--- src/sv/segment_intersection_defines.svh ---
// Assertion macros shared by the segment intersection RTL.
`ifndef SEGMENT_INTERSECTION_DEFINES_SVH
`define SEGMENT_INTERSECTION_DEFINES_SVH

// Implication checked outside reset.
`define SI_ASSERT_IMPL(lbl, ante, cons) \
  lbl: assert property (@(posedge clk) disable iff (rst) (ante) |-> (cons)) \
    else $error("segment_intersection: check failed");

// Property checked at every edge, reset included.
`define SI_ASSERT_ALWAYS(lbl, prop) \
  lbl: assert property (@(posedge clk) (prop)) \
    else $error("segment_intersection: check failed");

`endif

--- src/sv/si_pkg.sv ---
package si_pkg;

  // signed width of the determinant and the t and u numerators
  function automatic int det_w(input int cb);
    return 2 * cb + 3;
  endfunction

  // width of the quotient, which never exceeds the coordinate span
  function automatic int quo_w(input int cb);
    return cb + 1;
  endfunction

  // width of the dividend tn * |e|
  function automatic int num_w(input int cb);
    return det_w(cb) + quo_w(cb);
  endfunction

endpackage

--- src/sv/si_div_cell.sv ---
module si_div_cell #(
  parameter int CB   = 16,
  parameter int STEP = 0
) (
  input  logic                             clk,
  input  logic                             rst,
  input  logic                             en,
  input  logic                             in_valid,
  input  logic                             in_hit,
  input  logic [si_pkg::det_w(CB)-1:0]     in_d,
  input  logic [si_pkg::num_w(CB)-1:0]     in_rx,
  input  logic [si_pkg::num_w(CB)-1:0]     in_ry,
  input  logic [si_pkg::quo_w(CB)-1:0]     in_qx,
  input  logic [si_pkg::quo_w(CB)-1:0]     in_qy,
  input  logic                             in_negx,
  input  logic                             in_negy,
  input  logic signed [CB-1:0]             in_ax,
  input  logic signed [CB-1:0]             in_ay,
  output logic                             out_valid,
  output logic                             out_hit,
  output logic [si_pkg::det_w(CB)-1:0]     out_d,
  output logic [si_pkg::num_w(CB)-1:0]     out_rx,
  output logic [si_pkg::num_w(CB)-1:0]     out_ry,
  output logic [si_pkg::quo_w(CB)-1:0]     out_qx,
  output logic [si_pkg::quo_w(CB)-1:0]     out_qy,
  output logic                             out_negx,
  output logic                             out_negy,
  output logic signed [CB-1:0]             out_ax,
  output logic signed [CB-1:0]             out_ay
);
  import si_pkg::*;

  localparam int NW = num_w(CB);
  localparam int QB = quo_w(CB);

  logic [NW-1:0] dsh;
  logic          gex, gey;

  // one restoring step per lane against the divisor shifted to this bit
  always_comb begin
    dsh = NW'(in_d) << STEP;
    gex = in_rx >= dsh;
    gey = in_ry >= dsh;
  end

  always_ff @(posedge clk) begin
    if (rst) begin
      out_valid <= 1'b0;
    end else if (en) begin
      out_valid <= in_valid;
    end
  end

  always_ff @(posedge clk) begin
    if (en) begin
      out_hit  <= in_hit;
      out_d    <= in_d;
      out_rx   <= gex ? in_rx - dsh : in_rx;
      out_ry   <= gey ? in_ry - dsh : in_ry;
      out_qx   <= in_qx | (QB'(gex) << STEP);
      out_qy   <= in_qy | (QB'(gey) << STEP);
      out_negx <= in_negx;
      out_negy <= in_negy;
      out_ax   <= in_ax;
      out_ay   <= in_ay;
    end
  end

endmodule
--- config.mk ---
export PLATFORM = sky130hd
export DESIGN_NAME = si_div_cell
export DESIGN_NICKNAME = d
export VERILOG_FILES = /design/src/sv/segment_intersection_defines.svh /design/src/sv/si_pkg.sv /design/src/sv/si_div_cell.sv
export SDC_FILE = /design/constraint.sdc
export NUM_CORES = 1
export LEC_CHECK = 0
export BUFFER_PORTS_ARGS = -buffer_cell sky130_fd_sc_hd__buf_2
export CAP_MARGIN = 30
export CORE_MARGIN = 4
export CORE_UTILIZATION = 52
export DETAILED_ROUTE_END_ITERATION = 8
export PLACE_DENSITY = 0.9
export SLEW_MARGIN = 15
export SYNTH_ARGS = -nofsm -noshare
export SYNTH_HDL_FRONTEND = slang
export SYNTH_SLANG_ARGS = --single-unit
--- constraint.sdc ---
create_clock -name clk -period 3.61 [get_ports clk]
set_input_delay 0.361 -clock clk [delete_from_list [all_inputs] [get_ports clk]]
set_output_delay 0.361 -clock clk [all_outputs]
set_load 0.03 [all_outputs]
==> flow_summary.toml, run 1 <==
[sta]
layout_min_cycle_time_ps = 3080
worst_clock_skew_ps = 0
timing.final.setup_violations = 0
setup_tns_after_final_layout_ps = 0
hold_viol_final = 0
rsz0062_at_grt = "no"
slew-limit-headroom_pct = 39.8
slew_violations = 0
max_freq_mhz = 324
timing.final.crit_share_pct = 85.5
fin_hold_ws_ps = 24.1
timing_worst_slew_pin_value_ps = 891

[placement]
numPortBuffers = 420
placed_area_um2 = 15100
globalplace.congestion = 0.980
hpwl_um = 33700

[setup_path]
path_cells = "buf_2, ha_1, fa_1, nand2b_1, a211oi_1, o311ai_0, a21oi_1, nor3b_4, buf_4, or4_1, a21oi_1, xor2_1"
critical_path_peak_fanout = 6
critical_path_arrival_ps = 3330
required_ps = 3860
worst_path_slowest_cell = "or4_1"
crit_type = "input pin to flop"
timing.critical_path.from_type = "input pin"
critical_path.n_buffers_inverters = 2
worstSetupEndpointType = "flop"
cell_type_group_with_the_largest_total_delay_on_the_critical_path = "compound AO/OA/AOI/OAI gates"
crit_path_frequent_cell = "a21oi_1"
cpPeakStageDelay_ps = 450

[die]
initial_utilization_pct = 53.1
die_height_um = 163
fp-row-count = 56
io-pin-count = 421
core-area_um2 = 23600
chipWidth_um = 163
floorplan.die_area_um2 = 26600

[cts]
cts_root_buffer = "clkbuf_16"
cts_htree_levels = 1
clockBufferDepth = 3
cts_sinks = 209
cts-buffers-inserted = 23
clock_tree_from_tritoncts = "yes"
worstSkewPairLatency_ps = 500
cts.reportedPaths.clkPinSlew_ps = 60

[synthesis]
synth_seq_cells = 209
mapped_nets = 1486
synth.avg_cell_area_um2 = 10.4
synth_enable_flop_cells = 208
post_synth_inst_count = 1202
ys_types = 76
synthArstFlopShare_pct = 0
mappedNetlistArea_um2 = 12500
synth.yosys.seq_area_share_pct = 50.0
synthFlopType = "edfxtp_1"
ys.warnings.count = 0

[routing]
post_route_wl_um = 42300
drcViolationCount = 0
number_of_vias_after_detailed_routing = 11500
drt_first_pass_iters = 5
vias_per_cell = 5.86
drt-initial-drc-count = 1229
post_drt_wl_per_cell_um = 21.5
final_antenna_net_count = 0

[status]
status = "finished, final reports clean"

[final_layout]
highest_count_cells_in_the_layout_ignoring_fill_and_taps = "419 x buf_2, 208 x edfxtp_1, 133 x nand2_1"
multi_input_comb_area_um2 = 5780
fin_area_um2 = 15900
num-fill-cells = 1829
layout_commonest_cell = "buf_2"
final_util_pct = 67.2
seqCellArea_um2 = 6270
area_growth_syn_to_layout_pct = 26.6
nets = 1918
drive_above_1_share_pct = 31.4

[min_path]
min-delay-path-class = "input pin to flop"

[power_and_ir_drop]
power.static_leakage_nw = 6.64
power.density_nw_per_um2 = 479
vdd_ir_drop_max_v = 0.000374

[run]
timing.max_cap.violations = 0

[global_route]
number_of_global_route_vias_before_repair = 11400
antenna_violations_before_repair = 4
first_pass_grt_wire_length_um = 63100
globalRoute.totalOverflow = 0
grt_usage_pct = 30.3
grt_start_max_net_pins = 93
## cell type report
| type | count | share of cell area [%] |
|---|---|---|
| tap | 319 | 2.52 |
| clock buffer | 23 | 3.63 |
| multi-input combinational | 882 | 36.4 |
| inverter | 59 | 1.40 |
| antenna | 1 | 0.0158 |
| timing repair buffer | 459 | 15.3 |
| sequential | 209 | 39.5 |
| clock inverter | 17 | 1.21 |
## cells by family (layout without fill, tap and decap cells)
| kind of cell | after synthesis | after routing | share of synthesized area (%) |
|---|---|---|---|
| AND/OR/NAND/NOR | 380 | 380 | 15.0 |
| AO/OA/AOI/OAI | 324 | 324 | 16.1 |
| flip-flops | 209 | 209 | 50.0 |
| buffers and inverters | 111 | 558 | 3.94 |
| XOR/XNOR | 94 | 94 | 6.57 |
| adder cells (fa/ha/maj) | 72 | 72 | 7.31 |
| multiplexers | 12 | 12 | 1.02 |
| other | 0 | 1 | 0 |
## final timing paths
path,from,to,slack (ps),cells past startpoint
max,in_d[0],out_ry[47],530,12
min,in_qy[10],out_qy[10],20,1
max reg2reg,out_valid,out_valid,3030,2
min reg2reg,out_valid,out_valid,490,2
## registers in the layout, indices dropped and copies added (netlist names), 16 cells and up
name and cells:
out_rx 52, out_ry 52, out_d 35, out_qx 17, out_qy 17, out_ax 16
out_ay 16
## Yosys cell counts, types with 5 or more instances
master    count  area (µm²)
a21boi_0      5        37.5
buf_4         7        52.6
nand4_1      34         213
a211o_1       6        52.6
nor3_1       34         170
inv_1        59         221
o21ai_0      99         495
buf_6         5        56.3
clkbuf_1     29         109
or3_1         8        50.1
buf_2        10        50.1
o211ai_1      9        67.6
o21bai_1     11        82.6
o31ai_1       8        60.1
o21a_1       11        82.6
or4_1         6        45.0
nand2b_1     13        81.3
or2_2         6        37.5
nor2_1       75         282
o21ai_1       7        35.0
a31oi_1      10        62.6
xor2_1       40         350
ha_1         70         876
a21oi_1      84         420
nand3_1      17        85.1
xnor2_1      54         473
nor4_1       14        87.6
nand2_1     133         499
a211oi_1      7        52.6
edfxtp_1    208        6250
mux2i_1       6        60.1
mux2_1        6        67.6
a21o_1       25         188
and3_1        5        31.3
nor2b_1       9        56.3
## per-stage QoR
stage	power, W	setup slack (ps)	cells
2_1_floorplan	0.00445	693	1202
3_3_place_gp	0.00517	115	1927
3_5_place_dp	0.00521	53.7	1927
4_1_cts	0.00763	580	1968
5_1_grt	0.00793	302	1969
6_report	0.00761	525	1969
## where the power goes
group          leakage [nW]  switching (W)  total (W)  internal (W)
combinational          4.22        0.00144    0.00212      0.000682
clock                 0.374       0.000966    0.00241       0.00145
sequential             2.04      0.0000746    0.00308       0.00300
## timing repair
| item | 4_1_cts | 5_1_grt |
|---|---|---|
| endpoints found under the hold margin | 1 | 0 |
| hold buffers | 1 | 0 |
| endpoints found under the setup margin | 0 | 0 |
| setup buffers | 0 | 0 |
| resized for setup | 0 | 0 |
## per-layer routing
| layer | GRT usage (%) | share of wire (%) |
|---|---|---|
| met1 | 36.4 | 36 |
| met2 | 51.5 | 48 |
| met3 | 7.04 | 10 |
| met4 | 14.2 | 5.4 |
| met5 | 0 | 0.11 |
(Power assumes the default switching activity.)
==> run 2: changes to the inputs <==
--- a/config.mk
+++ b/config.mk
@@ -11,6 +11,7 @@
 export CORE_UTILIZATION = 52
 export DETAILED_ROUTE_END_ITERATION = 8
 export PLACE_DENSITY = 0.9
+export RECOVER_POWER = 50
 export SLEW_MARGIN = 15
 export SYNTH_ARGS = -nofsm -noshare
 export SYNTH_HDL_FRONTEND = slang
==> run 2 against run 1 <==
The run now ends with capacitance limit, slew limit left. Sequential power about the same. Utilization decreased by 0.30 points. Maximum frequency is 3.5% lower. Clock-buffer cell count did not move. Via count is 0.16% lower. First-iteration DRC count increased by 1.1%. Non-clock buffer count unchanged. Critical path depth fell by 10. Worst hold slack lost 0.58 ps. Design area down 0.44%. Highest routed layer unchanged.
==> flow_summary.toml, run 2 (synthesis gave the netlist of run 1 again) <==
[global_route]
antenna_violations_before_repair = 4
globalRoute.totalOverflow = 0
number_of_global_route_vias_before_repair = 11400
first_pass_grt_wire_length_um = 63100
grt_usage_pct = 30.3
grt_start_max_net_pins = 93

[final_layout]
area_growth_syn_to_layout_pct = 26.1
drive_above_1_share_pct = 29.2
final_util_pct = 66.9
layout_commonest_cell = "buf_2"
leading_registers_by_flop_count = "out_rx x52, out_ry x52, out_d x35"
fin_area_um2 = 15800
nets = 1918
highest_count_cells_in_the_layout_ignoring_fill_and_taps = "384 x buf_2, 208 x edfxtp_1, 133 x nand2_1"

[die]
die_height_um = 163
chipWidth_um = 163
fp-row-count = 56
io-pin-count = 421
initial_utilization_pct = 53.1
core-area_um2 = 23600
floorplan.die_area_um2 = 26600

[sta]
slew-limit-headroom_pct = -63.3
timing.final.crit_share_pct = 88.5
rsz0062_at_grt = "no"
worst_clock_skew_ps = 0
timing_worst_slew_pin_value_ps = 2450
hold_viol_final = 0
max_freq_mhz = 313
timing.final.setup_violations = 0
setup_tns_after_final_layout_ps = 0
slew_violations = 92
layout_min_cycle_time_ps = 3200

[setup_path]
critical_path_arrival_ps = 3300
worst_path_slowest_cell = "clkbuf_2"
cpPeakStageDelay_ps = 1710
critical_path.n_buffers_inverters = 2
required_ps = 3720
cell_type_group_with_the_largest_total_delay_on_the_critical_path = "buffers and inverters"
timing.critical_path.from_type = "input pin"
critical_path_peak_fanout = 92
crit_path_frequent_cell = "clkbuf_2"
worstSetupEndpointType = "flop"
path_cells = "clkbuf_2, clkbuf_2"
crit_type = "input pin to flop"

[placement]
globalplace.congestion = 0.980
placed_area_um2 = 15100
numPortBuffers = 420
hpwl_um = 33700

[routing]
drt_first_pass_iters = 5
post_drt_wl_per_cell_um = 21.5
post_route_wl_um = 42200
drcViolationCount = 0
final_antenna_net_count = 0
number_of_vias_after_detailed_routing = 11500
vias_per_cell = 5.85
drt-initial-drc-count = 1243

[cts]
cts-buffers-inserted = 23
cts_setup_buffers = 0
clock_tree_from_tritoncts = "yes"
cts_root_buffer = "clkbuf_16"
cts_sinks = 209
worstSkewPairLatency_ps = 500
cts.reportedPaths.clkPinSlew_ps = 60
cts_htree_levels = 1
clockBufferDepth = 3

[power_and_ir_drop]
power.static_leakage_nw = 6.53
vdd_ir_drop_max_v = 0.000372
p_total_w = 0.00760
power.density_nw_per_um2 = 481

[status]
status = "finished with violations"
violated_checks = "capacitance limit, slew limit"

[min_path]
min-delay-path-class = "input pin to flop"

[run]
timing.max_cap.violations = 1
==> run 2: power breakdown <==
part	internal (W)	switching, W
Combinational	0.000674	0.00144
Clock	0.00145	0.000963
Sequential	0.00301	0.0000747
Total	0.00513	0.00247
==> run 2: worst paths after layout <==
path	from	to	slack [ps]	cells past startpoint
max	en	out_d[26]	410	2
max reg2reg	out_valid	out_valid	3030	2
min reg2reg	out_valid	out_valid	490	2
min	in_qx[13]	out_qx[13]	20	1
==> run 2: stage by stage <==
step	instances	worst slack (ps)	hold WS (ps)
floorplan	1202	693	433
global placement	1927	115	474
detailed placement	1927	53.7	485
CTS	1968	580	5.00
global route	1969	154	3.44
finish	1969	414	23.6
==> run 2: layer usage <==
layer	track usage [%]	vias up	routed length (µm)
met5	0	-	45
met4	14.2	6	2450
met3	7.04	136	4260
met2	51.5	678	20200
met1	36.4	5357	15300
li1	-	5351	-
==> run 2: cell type report <==
type	count	area (µm²)
Clock buffer	23	576
Sequential cell	209	6270
Antenna cell	1	2.50
Clock inverter	17	193
Fill cell	1850	7820
Inverter	59	221
Tap cell	319	399
Multi-Input combinational cell	882	5780
Timing Repair Buffer	459	2360
==> run 2: worst reg2reg max path: cells and delay by family (launching register included) <==
kind / cells / cell delay, ps
DFF: 1 / 310
and+or+nand+nor: 1 / 50
muxes: 1 / 130
==> run 2: timing repair <==
action	in CTS	in global routing
hold buffers	1	0
resized for setup	0	0
endpoints found under the hold margin	1	0
